$ cat src/design/crcdfr_pkg.sv
// ----------------------------------------------------------------------------
// crcdfr_pkg
// Shared types, codes and the byte-wide CRC16 update for the frame deframer.
// ----------------------------------------------------------------------------
`default_nettype none

package crcdfr_pkg;

    localparam int unsigned MAX_PAYLOAD_DEF = 1024;
    localparam int unsigned ADDR_W          = 4;
    localparam int unsigned DATA_W          = 32;

    localparam logic [7:0]  SOF_BYTE        = 8'hAC;
    localparam logic [7:0]  EOF_BYTE        = 8'hBB;

    localparam logic [10:0] MAX_LENGTH_RST  = 11'd1024;
    localparam logic [15:0] CRC_POLY_RST    = 16'h1021;
    localparam logic [15:0] CRC_INIT_RST    = 16'hFFFF;

    typedef enum logic [1:0] {
        REG_MAX_LENGTH = 2'd0,
        REG_CRC_POLY   = 2'd1,
        REG_CRC_INIT   = 2'd2
    } reg_idx_t;

    typedef enum logic [2:0] {
        ST_HUNT   = 3'd0,
        ST_LEN_HI = 3'd1,
        ST_LEN_LO = 3'd2,
        ST_DATA   = 3'd3,
        ST_CRC_HI = 3'd4,
        ST_CRC_LO = 3'd5,
        ST_TAIL   = 3'd6
    } parse_state_t;

    typedef enum logic [2:0] {
        RES_RUN   = 3'd0,
        RES_DONE  = 3'd1,
        RES_LEN   = 3'd2,
        RES_CRC   = 3'd3,
        RES_START = 3'd4,
        RES_END   = 3'd5
    } status_t;

    typedef struct packed {
        logic [10:0] max_length;
        logic [15:0] crc_poly;
        logic [15:0] crc_init;
    } cfg_t;

    function automatic logic [15:0] crc_feed(input logic [15:0] crc,
                                             input logic [7:0]  data,
                                             input logic [15:0] poly);
        logic [15:0] c;
        c = crc ^ {data, 8'h00};
        for (int k = 0; k < 8; k++)
        begin
            if (c[15])
            begin
                c = {c[14:0], 1'b0} ^ poly;
            end
            else
            begin
                c = {c[14:0], 1'b0};
            end
        end
        return c;
    endfunction

endpackage

`default_nettype wire

$ cat src/design/crcdfr_cfg.sv
// ----------------------------------------------------------------------------
// crcdfr_cfg
// APB register file: payload length limit, CRC polynomial and CRC seed.
// ----------------------------------------------------------------------------
`default_nettype none

module crcdfr_cfg (
    input  wire logic                              clk,
    input  wire logic                              rst_n,
    input  wire logic                              psel,
    input  wire logic                              penable,
    input  wire logic                              pwrite,
    input  wire logic [crcdfr_pkg::ADDR_W-1:0]     paddr,
    input  wire logic [crcdfr_pkg::DATA_W-1:0]     pwdata,
    output logic      [crcdfr_pkg::DATA_W-1:0]     prdata,
    output logic                                   pready,
    output crcdfr_pkg::cfg_t                       cfg
);
    import crcdfr_pkg::*;

    cfg_t     cfg_reg;
    cfg_t     cfg_next;
    logic     wr_en;
    reg_idx_t idx;

    assign pready = 1'b1;
    assign wr_en  = psel & penable & pwrite;
    assign idx    = reg_idx_t'(paddr[3:2]);
    assign cfg    = cfg_reg;

    always_comb
    begin
        cfg_next = cfg_reg;
        if (wr_en)
        begin
            unique case (idx)
                REG_MAX_LENGTH: cfg_next.max_length = pwdata[10:0];
                REG_CRC_POLY:   cfg_next.crc_poly   = pwdata[15:0];
                REG_CRC_INIT:   cfg_next.crc_init   = pwdata[15:0];
                default:        cfg_next            = cfg_reg;
            endcase
        end
    end

    always_comb
    begin
        unique case (idx)
            REG_MAX_LENGTH: prdata = {21'd0, cfg_reg.max_length};
            REG_CRC_POLY:   prdata = {16'd0, cfg_reg.crc_poly};
            REG_CRC_INIT:   prdata = {16'd0, cfg_reg.crc_init};
            default:        prdata = '0;
        endcase
    end

    always_ff @(posedge clk or negedge rst_n)
    begin
        if (!rst_n)
        begin
            cfg_reg.max_length <= MAX_LENGTH_RST;
            cfg_reg.crc_poly   <= CRC_POLY_RST;
            cfg_reg.crc_init   <= CRC_INIT_RST;
        end
        else
        begin
            cfg_reg <= cfg_next;
        end
    end

endmodule

`default_nettype wire

$ cat src/design/crcdfr_parser.sv
// ----------------------------------------------------------------------------
// crcdfr_parser
// Input register, frame state machine with byte-wide CRC, result register.
// ----------------------------------------------------------------------------
`default_nettype none

module crcdfr_parser #(
    parameter int unsigned MAX_PAYLOAD = crcdfr_pkg::MAX_PAYLOAD_DEF
) (
    input  wire logic             clk,
    input  wire logic             rst_n,
    input  wire crcdfr_pkg::cfg_t cfg,
    input  wire logic             in_valid,
    output logic                  in_stall,
    input  wire logic [7:0]       rx_byte,
    output logic                  out_valid,
    input  wire logic             out_stall,
    output logic [2:0]            status,
    output logic                  payload_valid,
    output logic [7:0]            payload_byte,
    output logic [9:0]            payload_offset,
    output logic [10:0]           frame_length
);
    import crcdfr_pkg::*;

    localparam logic [15:0] MaxLen = 16'(MAX_PAYLOAD);

    logic         in_valid_reg;
    logic         in_valid_next;
    logic [7:0]   in_byte_reg;
    logic         advance;
    logic         in_accept;

    parse_state_t state_reg;
    parse_state_t state_next;
    logic [15:0]  length_reg;
    logic [15:0]  length_next;
    logic [10:0]  count_reg;
    logic [10:0]  count_next;
    logic [15:0]  crc_reg;
    logic [15:0]  crc_next;

    logic         out_valid_reg;
    logic         out_valid_next;
    status_t      status_reg;
    status_t      status_next;
    logic         pv_reg;
    logic         pv_next;
    logic [7:0]   pb_reg;
    logic [7:0]   pb_next;
    logic [9:0]   po_reg;
    logic [9:0]   po_next;
    logic [10:0]  fl_reg;
    logic [10:0]  fl_next;

    logic [15:0]  crc_fed;
    logic [15:0]  len_full;
    logic [10:0]  count_inc;
    logic         len_bad;

    assign advance   = in_valid_reg & (~out_valid_reg | ~out_stall);
    assign in_stall  = in_valid_reg & ~advance;
    assign in_accept = in_valid & ~in_stall;

    assign crc_fed   = crc_feed(crc_reg, in_byte_reg, cfg.crc_poly);
    assign len_full  = {length_reg[15:8], in_byte_reg};
    assign count_inc = count_reg + 11'd1;
    assign len_bad   = (len_full == 16'd0) || (len_full > MaxLen)
                       || (len_full > {5'd0, cfg.max_length});

    // next state
    always_comb
    begin
        state_next  = state_reg;
        length_next = length_reg;
        count_next  = count_reg;
        crc_next    = crc_reg;
        if (advance)
        begin
            unique case (state_reg)
                ST_HUNT:
                begin
                    count_next  = '0;
                    length_next = '0;
                    if (in_byte_reg == SOF_BYTE)
                    begin
                        state_next = ST_LEN_HI;
                        crc_next   = cfg.crc_init;
                    end
                end
                ST_LEN_HI:
                begin
                    length_next = {in_byte_reg, 8'd0};
                    crc_next    = crc_fed;
                    state_next  = ST_LEN_LO;
                end
                ST_LEN_LO:
                begin
                    length_next = len_full;
                    crc_next    = crc_fed;
                    count_next  = '0;
                    state_next  = len_bad ? ST_HUNT : ST_DATA;
                end
                ST_DATA:
                begin
                    count_next = count_inc;
                    crc_next   = crc_fed;
                    if ({5'd0, count_inc} >= length_reg)
                    begin
                        state_next = ST_CRC_HI;
                    end
                end
                ST_CRC_HI:
                begin
                    state_next = (in_byte_reg != crc_reg[15:8]) ? ST_HUNT : ST_CRC_LO;
                end
                ST_CRC_LO:
                begin
                    state_next = (in_byte_reg != crc_reg[7:0]) ? ST_HUNT : ST_TAIL;
                end
                ST_TAIL:
                begin
                    state_next = ST_HUNT;
                end
                default:
                begin
                    state_next = ST_HUNT;
                end
            endcase
        end
    end

    // result
    always_comb
    begin
        status_next = RES_RUN;
        pv_next     = 1'b0;
        pb_next     = '0;
        po_next     = '0;
        fl_next     = '0;
        unique case (state_reg)
            ST_HUNT:
            begin
                if (in_byte_reg != SOF_BYTE)
                begin
                    status_next = RES_START;
                end
            end
            ST_LEN_LO:
            begin
                if (len_bad)
                begin
                    status_next = RES_LEN;
                end
            end
            ST_DATA:
            begin
                pv_next = 1'b1;
                pb_next = in_byte_reg;
                po_next = count_reg[9:0];
            end
            ST_CRC_HI:
            begin
                if (in_byte_reg != crc_reg[15:8])
                begin
                    status_next = RES_CRC;
                end
            end
            ST_CRC_LO:
            begin
                if (in_byte_reg != crc_reg[7:0])
                begin
                    status_next = RES_CRC;
                end
            end
            ST_TAIL:
            begin
                if (in_byte_reg == EOF_BYTE)
                begin
                    status_next = RES_DONE;
                    fl_next     = length_reg[10:0];
                end
                else
                begin
                    status_next = RES_END;
                end
            end
            default:
            begin
                status_next = RES_RUN;
            end
        endcase
    end

    always_comb
    begin
        priority if (in_accept)
        begin
            in_valid_next = 1'b1;
        end
        else if (advance)
        begin
            in_valid_next = 1'b0;
        end
        else
        begin
            in_valid_next = in_valid_reg;
        end
    end

    always_comb
    begin
        priority if (advance)
        begin
            out_valid_next = 1'b1;
        end
        else if (!out_stall)
        begin
            out_valid_next = 1'b0;
        end
        else
        begin
            out_valid_next = out_valid_reg;
        end
    end

    always_ff @(posedge clk or negedge rst_n)
    begin
        if (!rst_n)
        begin
            in_valid_reg  <= 1'b0;
            out_valid_reg <= 1'b0;
            state_reg     <= ST_HUNT;
            length_reg    <= '0;
            count_reg     <= '0;
            crc_reg       <= '0;
        end
        else
        begin
            in_valid_reg  <= in_valid_next;
            out_valid_reg <= out_valid_next;
            state_reg     <= state_next;
            length_reg    <= length_next;
            count_reg     <= count_next;
            crc_reg       <= crc_next;
        end
    end

    always_ff @(posedge clk)
    begin
        if (in_accept)
        begin
            in_byte_reg <= rx_byte;
        end
        if (advance)
        begin
            status_reg <= status_next;
            pv_reg     <= pv_next;
            pb_reg     <= pb_next;
            po_reg     <= po_next;
            fl_reg     <= fl_next;
        end
    end

    assign out_valid      = out_valid_reg;
    assign status         = status_reg;
    assign payload_valid  = pv_reg;
    assign payload_byte   = pb_reg;
    assign payload_offset = po_reg;
    assign frame_length   = fl_reg;

`ifndef SYNTHESIS
    a_hold_input: assert property (@(posedge clk) disable iff (!rst_n)
        in_valid_reg && !advance |=> in_valid_reg && $stable(in_byte_reg))
        else $error("input register lost a pending request");

    a_data_len: assert property (@(posedge clk) disable iff (!rst_n)
        state_reg == ST_DATA |-> length_reg != 16'd0 && length_reg <= MaxLen
                                 && {5'd0, count_reg} < length_reg)
        else $error("payload count outside accepted length");

    a_payload_run: assert property (@(posedge clk) disable iff (!rst_n)
        out_valid_reg && pv_reg |-> status_reg == RES_RUN)
        else $error("payload byte with non-running status");

    a_done_len: assert property (@(posedge clk) disable iff (!rst_n)
        advance && state_reg == ST_TAIL |=> state_reg == ST_HUNT)
        else $error("parser did not return to hunt after tail byte");
`endif

endmodule

`default_nettype wire

$ cat src/design/crc16_packet_deframer_core.sv
// ----------------------------------------------------------------------------
// crc16_packet_deframer_core
// Byte-serial parser for length-prefixed frames with CRC16 check.
// ----------------------------------------------------------------------------
// Input channel: one received byte per request on rx_byte (in_valid/in_stall).
// Output channel: one result per input byte (out_valid/out_stall) carrying
//   status, payload_valid, payload_byte, payload_offset and frame_length.
// Frame: 0xAC, length high, length low, payload, CRC high, CRC low, 0xBB.
// Configuration: APB registers max_length (0x0), crc_poly (0x4), crc_init
//   (0x8); write only while no request is in flight.
// Path: an accepted byte waits in the input register until the result
//   register is free or being taken, then its result is registered there.
// Throughput: one byte per cycle unless results stall; a whole byte's CRC
//   update is done in the single stage between input and result register.
// Reset: parser hunts for a start byte, configuration registers take their
//   reset values, no request is held.
// Stall: a stalled result holds; the next byte still enters the input
//   register, and in_stall rises only while both registers are full.
// ----------------------------------------------------------------------------
`default_nettype none

module crc16_packet_deframer_core #(
    parameter int unsigned MAX_PAYLOAD = crcdfr_pkg::MAX_PAYLOAD_DEF
) (
    input  wire logic                              clk,
    input  wire logic                              rst_n,
    input  wire logic                              psel,
    input  wire logic                              penable,
    input  wire logic                              pwrite,
    input  wire logic [crcdfr_pkg::ADDR_W-1:0]     paddr,
    input  wire logic [crcdfr_pkg::DATA_W-1:0]     pwdata,
    output logic      [crcdfr_pkg::DATA_W-1:0]     prdata,
    output logic                                   pready,
    input  wire logic                              in_valid,
    output logic                                   in_stall,
    input  wire logic [7:0]                        rx_byte,
    output logic                                   out_valid,
    input  wire logic                              out_stall,
    output logic [2:0]                             status,
    output logic                                   payload_valid,
    output logic [7:0]                             payload_byte,
    output logic [9:0]                             payload_offset,
    output logic [10:0]                            frame_length
);
    import crcdfr_pkg::*;

    cfg_t cfg;

    crcdfr_cfg u_cfg (
        .clk     (clk),
        .rst_n   (rst_n),
        .psel    (psel),
        .penable (penable),
        .pwrite  (pwrite),
        .paddr   (paddr),
        .pwdata  (pwdata),
        .prdata  (prdata),
        .pready  (pready),
        .cfg     (cfg)
    );

    crcdfr_parser #(
        .MAX_PAYLOAD (MAX_PAYLOAD)
    ) u_parser (
        .clk            (clk),
        .rst_n          (rst_n),
        .cfg            (cfg),
        .in_valid       (in_valid),
        .in_stall       (in_stall),
        .rx_byte        (rx_byte),
        .out_valid      (out_valid),
        .out_stall      (out_stall),
        .status         (status),
        .payload_valid  (payload_valid),
        .payload_byte   (payload_byte),
        .payload_offset (payload_offset),
        .frame_length   (frame_length)
    );

endmodule

`default_nettype wire

$ cat config.mk
export PLATFORM = sky130hd
export DESIGN_NAME = crc16_packet_deframer_core
export DESIGN_NICKNAME = d
export VERILOG_FILES = /design/src/design/crcdfr_pkg.sv /design/src/design/crcdfr_cfg.sv /design/src/design/crcdfr_parser.sv /design/src/design/crc16_packet_deframer_core.sv
export SDC_FILE = /design/constraint.sdc
export NUM_CORES = 1
export LEC_CHECK = 0
export ABC_AREA = 1
export BUFFER_PORTS_ARGS = -buffer_cell sky130_fd_sc_hd__buf_2
export CORE_MARGIN = 5
export CORE_UTILIZATION = 56
export CTS_CLUSTER_SIZE = 30
export DETAILED_ROUTE_END_ITERATION = 7
export MAX_ROUTING_LAYER = met4
export PLACE_DENSITY = 0.75
export SYNTH_ARGS = -nofsm -noshare
export SYNTH_HDL_FRONTEND = slang
export SYNTH_SLANG_ARGS = --single-unit
$ cat constraint.sdc
create_clock -name clk -period 5.45 [get_ports clk]
set_input_delay 0.2725 -clock clk [delete_from_list [all_inputs] [get_ports clk]]
set_output_delay 0.2725 -clock clk [all_outputs]
set_load 0.005 [all_outputs]
# Yosys cells after proc, flatten, opt, wreduce, memory -nomap -nowiden
# Index checks and enable logic that the tools add are counted.
# Widths: inputs -> output; s select.
[word_totals]
regBits = 132
out_inout_bits = 68
[classes]
n_addsub = 1
n_lt_le_gt_ge = 3
eq_ne = 16
mux = 30
bitwise_logic = 20
n_reduce_logical = 21
[op_table]
columns = ["cell", "n"]
rows = [
  ["$mux 16", 9],
  ["$xor 16x16->16", 9],
  ["$pmux 16 s3", 2],
  ["$pmux 16 s2", 1],
  ["$pmux 11 s2", 1],
  ["$mux 3", 6],
  ["$pmux 3 s6", 1],
  ["$eq 8x8->1 const B", 2],
  ["$ge 11x16->1", 1],
  ["$gt 16x11->1", 1],
  ["$gt 16x11->1 const B", 1],
  ["$logic_not 16->1", 1],
  ["$ne 8x8->1", 2],
  ["$pmux 3 s5", 1],
  ["$reduce_and 2->1", 6],
  ["$add 11x1->11 const B", 1],
  ["$eq 3x3->1 const B", 3],
  ["$reduce_and 3->1", 3],
  ["$mux 2", 4],
  ["$ne 8x8->1 const B", 1],
  ["$reduce_bool 2->1", 4],
  ["$eq 3x2->1 const B", 2],
  ["$ne 2x1->1 const B", 3],
  ["$and 1x1->1", 5],
  ["other kinds (12)", 21],
]

# Longest topological paths before layout
[depth]
ltp_word = 18
ltp_mapped = 32
depth_no_buf = 31

# Modules after synthesis
# Synthesis repeated with hierarchy kept, for this count alone.
[hier_totals]
hier_cells = 1340
area_unflattened_um2 = 9422.8
[modules_own_cells]
columns = ["mod", "instances", "cells_each", "area_per_inst_um2", "seq_area_each_um2"]
rows = [
  ["crcdfr_parser", 1, 1063, 7285.7, 2432.3],
  ["crcdfr_cfg", 1, 277, 2137.0, 1101.1],
]

# Worst setup path after synthesis
# OpenSTA, ideal clock, no wires.
[synth_path]
path_type = "flip-flop to flip-flop"
from = "reg u_parser.out_valid_reg, in the netlist u_parser.out_valid"
to = "reg u_parser.length_reg[10]"
t_arrival_ps = 3218
required_ps = 5367
setup_slack_ps = 2150
stages_incl_launch_ff = 9
path_buffers = 1
path_cell_list = "dfrtp_1 nand2_1 inv_1 nor2_1 inv_1 nor3_1 clkbuf_1 nand3_1 o21ai_0"
[synth_via]
elab_chain_len = 4
[synth_rtl]
columns = ["item", "line_no", "text"]
rows = [
  ["start, declared", "crcdfr_parser.sv:43", "logic out_valid_reg;"],
  ["start signal, assigned", "crcdfr_parser.sv:241", "out_valid_reg <= out_valid_next;"],
  ["$not 1->1", "crcdfr_parser.sv:61", "assign advance = in_valid_reg & (~out_valid_reg | ~out_stall);"],
  ["$or 1x1->1", "crcdfr_parser.sv:61", ""],
  ["$and 1x1->1", "crcdfr_parser.sv:61", ""],
  ["via u_parser.advance", "crcdfr_parser.sv:31", "logic advance;"],
  ["$reduce_and 3->1 (no line)", "--", ""],
  ["end signal, assigned", "crcdfr_parser.sv:243", "length_reg <= length_next;"],
  ["end, declared", "crcdfr_parser.sv:36", "logic [15:0] length_reg;"],
]
# The timed path passes the listed nets, and every way through them passes these cells.
# A chain may end at the register's enable or synchronous reset.

# Worst setup path in the final report
[layout_path]
from = "reg u_parser.in_byte_reg[7]"
to = "reg u_parser.crc_reg[3]"
[layout_via]
elab_chain_len = 16
elab_cells_between_ends = 20
[layout_rtl]
columns = ["item", "line_no", "text"]
rows = [
  ["start, declared", "crcdfr_parser.sv:30", "logic [7:0] in_byte_reg;"],
  ["start signal, assigned", "crcdfr_parser.sv:253", "in_byte_reg <= rx_byte;"],
  ["$xor 16x16->16", "crcdfr_pkg.sv:55", "c = crc ^ {data, 8'h00};"],
  ["$mux 16", "crcdfr_pkg.sv:58", "if (c[15])"],
  ["$xor 16x16->16", "crcdfr_pkg.sv:60", "c = {c[14:0], 1'b0} ^ poly;"],
  ["$mux 16", "crcdfr_pkg.sv:58", ""],
  ["$xor 16x16->16", "crcdfr_pkg.sv:60", ""],
  ["$mux 16", "crcdfr_pkg.sv:58", ""],
  ["$xor 16x16->16", "crcdfr_pkg.sv:60", ""],
  ["$mux 16", "crcdfr_pkg.sv:58", ""],
  ["$mux 16 or $xor 16x16->16 (tied branches)", "crcdfr_pkg.sv:58, crcdfr_pkg.sv:60", ""],
  ["$xor 16x16->16 or $mux 16 (tied branches)", "crcdfr_pkg.sv:60, crcdfr_pkg.sv:58", ""],
  ["$mux 16 or $xor 16x16->16 (tied branches)", "crcdfr_pkg.sv:58, crcdfr_pkg.sv:60", ""],
  ["$xor 16x16->16 or $mux 16 (tied branches)", "crcdfr_pkg.sv:60, crcdfr_pkg.sv:58", ""],
  ["$mux 16 or $xor 16x16->16 (tied branches)", "crcdfr_pkg.sv:58, crcdfr_pkg.sv:60", ""],
  ["$xor 16x16->16 or $mux 16 (tied branches)", "crcdfr_pkg.sv:60, crcdfr_pkg.sv:58", ""],
  ["$mux 16", "crcdfr_pkg.sv:58", ""],
  ["$pmux 16 s2", "crcdfr_parser.sv:80", "unique case (state_reg)"],
  ["end signal, assigned", "crcdfr_parser.sv:245", "crc_reg <= crc_next;"],
  ["end, declared", "crcdfr_parser.sv:40", "logic [15:0] crc_reg;"],
]
# Several ways; a longest one is shown, not always the timed one.

==> impl_metrics.prom <==
# TYPE chip_impl_metric gauge
chip_impl_info{name="outcome",value="complete, no violations"} 1
chip_impl_metric{name="route.final.wire_length",unit="mm"} 23.9
chip_impl_metric{name="placement_rows",unit=""} 46
chip_impl_metric{name="grt_max_degree",unit=""} 56
chip_impl_metric{name="synthMuxAreaShare",unit="%"} 0.246
chip_impl_metric{name="final-hold-violation-count",unit=""} 0
chip_impl_metric{name="worstPathMaxFanout",unit=""} 28
chip_impl_metric{name="core_area",unit="um2"} 15900
chip_impl_metric{name="syn_area_per_cell",unit="um2"} 6.96
chip_impl_metric{name="worst_slew_pin_slew",unit="ps"} 1150
chip_impl_metric{name="worst_clock_skew",unit="ps"} 9.00
chip_impl_metric{name="max-clock-path-buffers",unit=""} 2
chip_impl_metric{name="relSlewSlack",unit="%"} 22.8
chip_impl_metric{name="grt_antenna_before_repair",unit=""} 0
chip_impl_metric{name="critical_path_required",unit="ps"} 5750
chip_impl_metric{name="worstPathArrival",unit="ps"} 4710
chip_impl_metric{name="floorplan.initialDensity",unit="%"} 57.4
chip_impl_metric{name="dr.pass1.iters",unit=""} 5
chip_impl_metric{name="synth_sequential_area_ratio",unit="%"} 38.6
chip_impl_metric{name="first_global_vias",unit=""} 7699
chip_impl_metric{name="power_leakage",unit="nW"} 5.20
chip_impl_metric{name="layout-drive-gt1-share",unit="%"} 13.6
chip_impl_info{name="critical_path.startpoint",value="u_parser.in_byte_reg[7]$_DFFE_PP_"} 1
chip_impl_metric{name="synthSimpleGateAreaFrac",unit="%"} 32.7
chip_impl_metric{name="drv_cap",unit=""} 0
chip_impl_metric{name="finalWeightedCongestion",unit=""} 0.904
chip_impl_metric{name="final.setup.tns",unit="ps"} 0
chip_impl_metric{name="vdd.ir_drop.worst",unit="mV"} 0.433
chip_impl_metric{name="die_w",unit="um"} 138
chip_impl_metric{name="cts_inserted_buffers",unit=""} 17
chip_impl_info{name="type_of_the_worst_setup_path",value="reg2reg"} 1
chip_impl_metric{name="area_fraction_of_the_dominant_cell_type_after_synthesis",unit="%"} 19.4
chip_impl_metric{name="globalRoute.totalOverflow",unit=""} 0
chip_impl_metric{name="synthXorXnorAreaFrac",unit="%"} 3.25
chip_impl_metric{name="floorplan.die.height",unit="um"} 138
chip_impl_metric{name="synth_async_sr_flop_share",unit="%"} 68.9
chip_impl_metric{name="layout.filler_cells",unit=""} 1435
chip_impl_metric{name="groute.usage.overall",unit="%"} 26.4
chip_impl_metric{name="synth_enable_flop_cells",unit=""} 41
chip_impl_info{name="dominantRegCellSynth",value="sky130_fd_sc_hd__dfrtp_1"} 1
chip_impl_metric{name="first_iter_violations",unit=""} 834
chip_impl_metric{name="netlist-cell-type-count",unit=""} 47
chip_impl_metric{name="min_clock_period_post_route",unit="ps"} 4410
chip_impl_metric{name="synthToLayoutAreaGrowth",unit="%"} 11.3
chip_impl_metric{name="regToRegSetupSlack",unit="ps"} 1040
chip_impl_metric{name="synth_fa_ha_area_share",unit="%"} 3.14
chip_impl_metric{name="detailed_place_hpwl",unit="mm"} 17.0
chip_impl_info{name="netlist_top_cells_area",value="sky130_fd_sc_hd__dfrtp_1, sky130_fd_sc_hd__nand2_1, sky130_fd_sc_hd__edfxtp_1, sky130_fd_sc_hd__inv_1, sky130_fd_sc_hd__nand3_1"} 1
chip_impl_metric{name="vias_per_cell",unit=""} 5.39
chip_impl_info{name="cts_root_buffer",value="sky130_fd_sc_hd__clkbuf_16"} 1
chip_impl_info{name="unrepaired_setup_endpoints_after_global_routing",value="no"} 1
chip_impl_metric{name="period_share",unit="%"} 80.9
chip_impl_metric{name="post-route-drc-count",unit=""} 0
chip_impl_metric{name="first_pass_grt_wire_length",unit="mm"} 38.3
chip_impl_metric{name="setup_violations",unit=""} 0
chip_impl_metric{name="ff_to_ff_path_depth",unit=""} 25
chip_impl_info{name="tritoncts",value="done"} 1
chip_impl_metric{name="ctsHtreeMaxLevel",unit=""} 4
chip_impl_metric{name="synth_area",unit="um2"} 9150
chip_impl_metric{name="max_ffs_per_register",unit=""} 43
chip_impl_info{name="hold_path.class",value="in2reg"} 1
chip_impl_metric{name="num_vias",unit=""} 8579
chip_impl_metric{name="clock_latency",unit="ps"} 420
chip_impl_metric{name="synth_warnings",unit=""} 0
chip_impl_info{name="endpoint_kind",value="register"} 1
chip_impl_metric{name="i_o_pins",unit=""} 119
chip_impl_info{name="startpoint_type",value="register"} 1
chip_impl_info{name="worst_setup_path_endpoint",value="u_parser.crc_reg[3]$_DFFE_PN0P_"} 1
chip_impl_metric{name="gate_count_post_synth",unit=""} 1314
chip_impl_metric{name="final_net_count",unit=""} 1438
chip_impl_metric{name="post-cts-setup-buffers",unit=""} 0
chip_impl_metric{name="final_antenna_net_count",unit=""} 0
chip_impl_metric{name="clock.fmax",unit="GHz"} 0.227
chip_impl_metric{name="sink_count",unit=""} 132
chip_impl_metric{name="area_of_the_die",unit="um2"} 19000
chip_impl_info{name="synth_top_family_by_area",value="simple AND/OR/NAND/NOR gates"} 1
chip_impl_metric{name="fin_max_slew_vios",unit=""} 0
chip_impl_metric{name="route.detailed.wl_per_inst",unit="um"} 15.0
chip_impl_metric{name="ys_ff_latch",unit=""} 132
chip_impl_metric{name="placed_cells",unit=""} 1560
chip_impl_metric{name="hold_depth",unit=""} 1
chip_impl_info{name="regToRegStartpoint",value="u_parser.in_byte_reg[7]$_DFFE_PP_"} 1
chip_impl_metric{name="numPortBuffers",unit=""} 83
chip_impl_metric{name="final-instance-count-excl-fill",unit=""} 1593
chip_impl_metric{name="antennaDiodeCount",unit=""} 0
chip_impl_metric{name="powerDensity",unit="nW/um2"} 580
chip_impl_metric{name="worst_path_clk_slew",unit="ps"} 60
chip_impl_info{name="cell_type_contributing_the_most_total_cell_area_after_synthesis",value="sky130_fd_sc_hd__dfrtp_1"} 1
chip_impl_info{name="worstReg2RegEnd",value="u_parser.crc_reg[3]$_DFFE_PN0P_"} 1
chip_impl_metric{name="post_synthesis_compound_gate_area_fraction",unit="%"} 9.26
stage by stage:
| step | hold slack, ps | util [%] | power (mW) | setup slack [ps] | instance area [um2] |
|---|---|---|---|---|---|
| floorplan | -23.1 | - | 4.04 | 2150 | 9210 |
| detailed placement | 257 | 59.9 | 4.67 | 1110 | 9550 |
| global placement | 265 | 59.9 | 4.57 | 1200 | 9550 |
| finish | 24.1 | 63.9 | 5.91 | 1040 | 10200 |
| CTS | 13.9 | 63.9 | 5.89 | 1090 | 10200 |
| global route | 13.6 | 63.9 | 6.44 | 662 | 10200 |
report_power, final:
part | leakage (nW) | internal (mW) | switching, mW | total [mW]
combinational | 3.36 | 1.05 | 2.10 | 3.15
sequential | 1.53 | 1.30 | 0.264 | 1.56
clock | 0.317 | 0.765 | 0.429 | 1.19
total | 5.20 | 3.12 | 2.79 | 5.91
synth_stat cells, types with 12 or more instances:
library cell,instances
sky130_fd_sc_hd__xnor2_1,13
sky130_fd_sc_hd__o22ai_1,17
sky130_fd_sc_hd__a21oi_1,27
sky130_fd_sc_hd__clkbuf_1,34
sky130_fd_sc_hd__inv_2,12
sky130_fd_sc_hd__xor2_1,21
sky130_fd_sc_hd__buf_4,20
sky130_fd_sc_hd__nor2_1,73
sky130_fd_sc_hd__edfxtp_1,41
sky130_fd_sc_hd__nand3_1,127
sky130_fd_sc_hd__dfrtp_1,71
sky130_fd_sc_hd__nand2_1,437
sky130_fd_sc_hd__nand4_1,18
sky130_fd_sc_hd__dfstp_2,20
sky130_fd_sc_hd__buf_2,16
sky130_fd_sc_hd__o21ai_0,73
sky130_fd_sc_hd__nand2_2,12
sky130_fd_sc_hd__inv_1,183
sky130_fd_sc_hd__ha_1,23
cell families (layout without fill, tap and decap cells):
group / Yosys count / count (layout)
AO/OA/AOI/OAI: 149 / 149
flip-flops: 132 / 132
XOR/XNOR: 34 / 34
adder cells (fa/ha/maj): 23 / 23
multiplexers: 2 / 2
other: 2 / 17
buffers and inverters: 274 / 322
AND/OR/NAND/NOR: 698 / 698
worst max-delay path, cell delays in order (launching register included):
cell	delay (ps)
sky130_fd_sc_hd__edfxtp_1	550
sky130_fd_sc_hd__inv_2	200
sky130_fd_sc_hd__nand2_2	80
sky130_fd_sc_hd__nand2_4	200
sky130_fd_sc_hd__nand3_2	120
sky130_fd_sc_hd__nand2_4	240
sky130_fd_sc_hd__nand3_1	130
sky130_fd_sc_hd__nand2_2	360
sky130_fd_sc_hd__nand3_1	190
sky130_fd_sc_hd__nand2_4	280
sky130_fd_sc_hd__nand3_4	130
sky130_fd_sc_hd__nand2_4	290
sky130_fd_sc_hd__nand2_4	80
sky130_fd_sc_hd__nand2_4	130
sky130_fd_sc_hd__nand3_2	100
sky130_fd_sc_hd__inv_2	60
sky130_fd_sc_hd__nand2_2	50
sky130_fd_sc_hd__nand2_2	90
sky130_fd_sc_hd__buf_4	320
sky130_fd_sc_hd__inv_1	170
sky130_fd_sc_hd__nand3_1	120
sky130_fd_sc_hd__nand2_1	50
sky130_fd_sc_hd__nand2_1	60
sky130_fd_sc_hd__nand3_1	100
sky130_fd_sc_hd__nand2_1	90
sky130_fd_sc_hd__nand2_1	50
per-layer routing:
layer	share of wire (%)	track usage (%)	wire [um]	up-vias
li1	-	-	-	4256
met1	44	35.9	10500	3917
met2	45	40.4	10800	358
met3	8.5	4.71	2030	48
met4	2.3	8.51	545	0
met5	0	-	0	-
cell type report:
cell class | instances | area (um2) | area share (%)
sequential | 132 | 3530 | 34.7
tap | 216 | 270 | 2.65
clock inverter | 10 | 114 | 1.12
timing repair buffer | 93 | 495 | 4.86
multi-input combinational | 923 | 4520 | 44.4
inverter | 197 | 739 | 7.26
clock buffer | 22 | 517 | 5.07
cell usage in the layout (no fill, tap or decap), types with 13 or more instances in the layout:
master and instances:
sky130_fd_sc_hd__o22ai_1 17, sky130_fd_sc_hd__inv_1 183, sky130_fd_sc_hd__conb_1 17, sky130_fd_sc_hd__a21oi_1 27, sky130_fd_sc_hd__dfstp_2 20, sky130_fd_sc_hd__xor2_1 21
sky130_fd_sc_hd__nand2_1 437, sky130_fd_sc_hd__nand4_1 18, sky130_fd_sc_hd__nand3_1 127, sky130_fd_sc_hd__ha_1 23, sky130_fd_sc_hd__buf_2 82, sky130_fd_sc_hd__xnor2_1 13
sky130_fd_sc_hd__dfrtp_1 71, sky130_fd_sc_hd__nor2_1 72, sky130_fd_sc_hd__edfxtp_1 41, sky130_fd_sc_hd__o21ai_0 73, sky130_fd_sc_hd__clkbuf_16 19
worst min-delay path by stage:
stage / start / to / slack (ps)
final: rx_byte[3] / u_parser.in_byte_reg[3]$_DFFE_PP_ / 20
after CTS: rx_byte[3] / u_parser.in_byte_reg[3]$_DFFE_PP_ / 10
after global routing: rx_byte[5] / u_parser.in_byte_reg[5]$_DFFE_PP_ / 10
after floorplan: rst_n / u_cfg.cfg[17]$_DFFE_PN0P_ / -20
after detailed placement: rst_n / u_parser.in_valid_reg$_DFFE_PN0P_ / 260
after global placement: rst_n / u_parser.in_valid_reg$_DFFE_PN0P_ / 270
repair_timing:
action / CTS / global route
hold endpoints to repair: 25 / 0
setup endpoints to repair: 0 / 0
hold buffers: 1 / 0
gates resized for setup: 0 / 0
(Power assumes the default switching activity.)
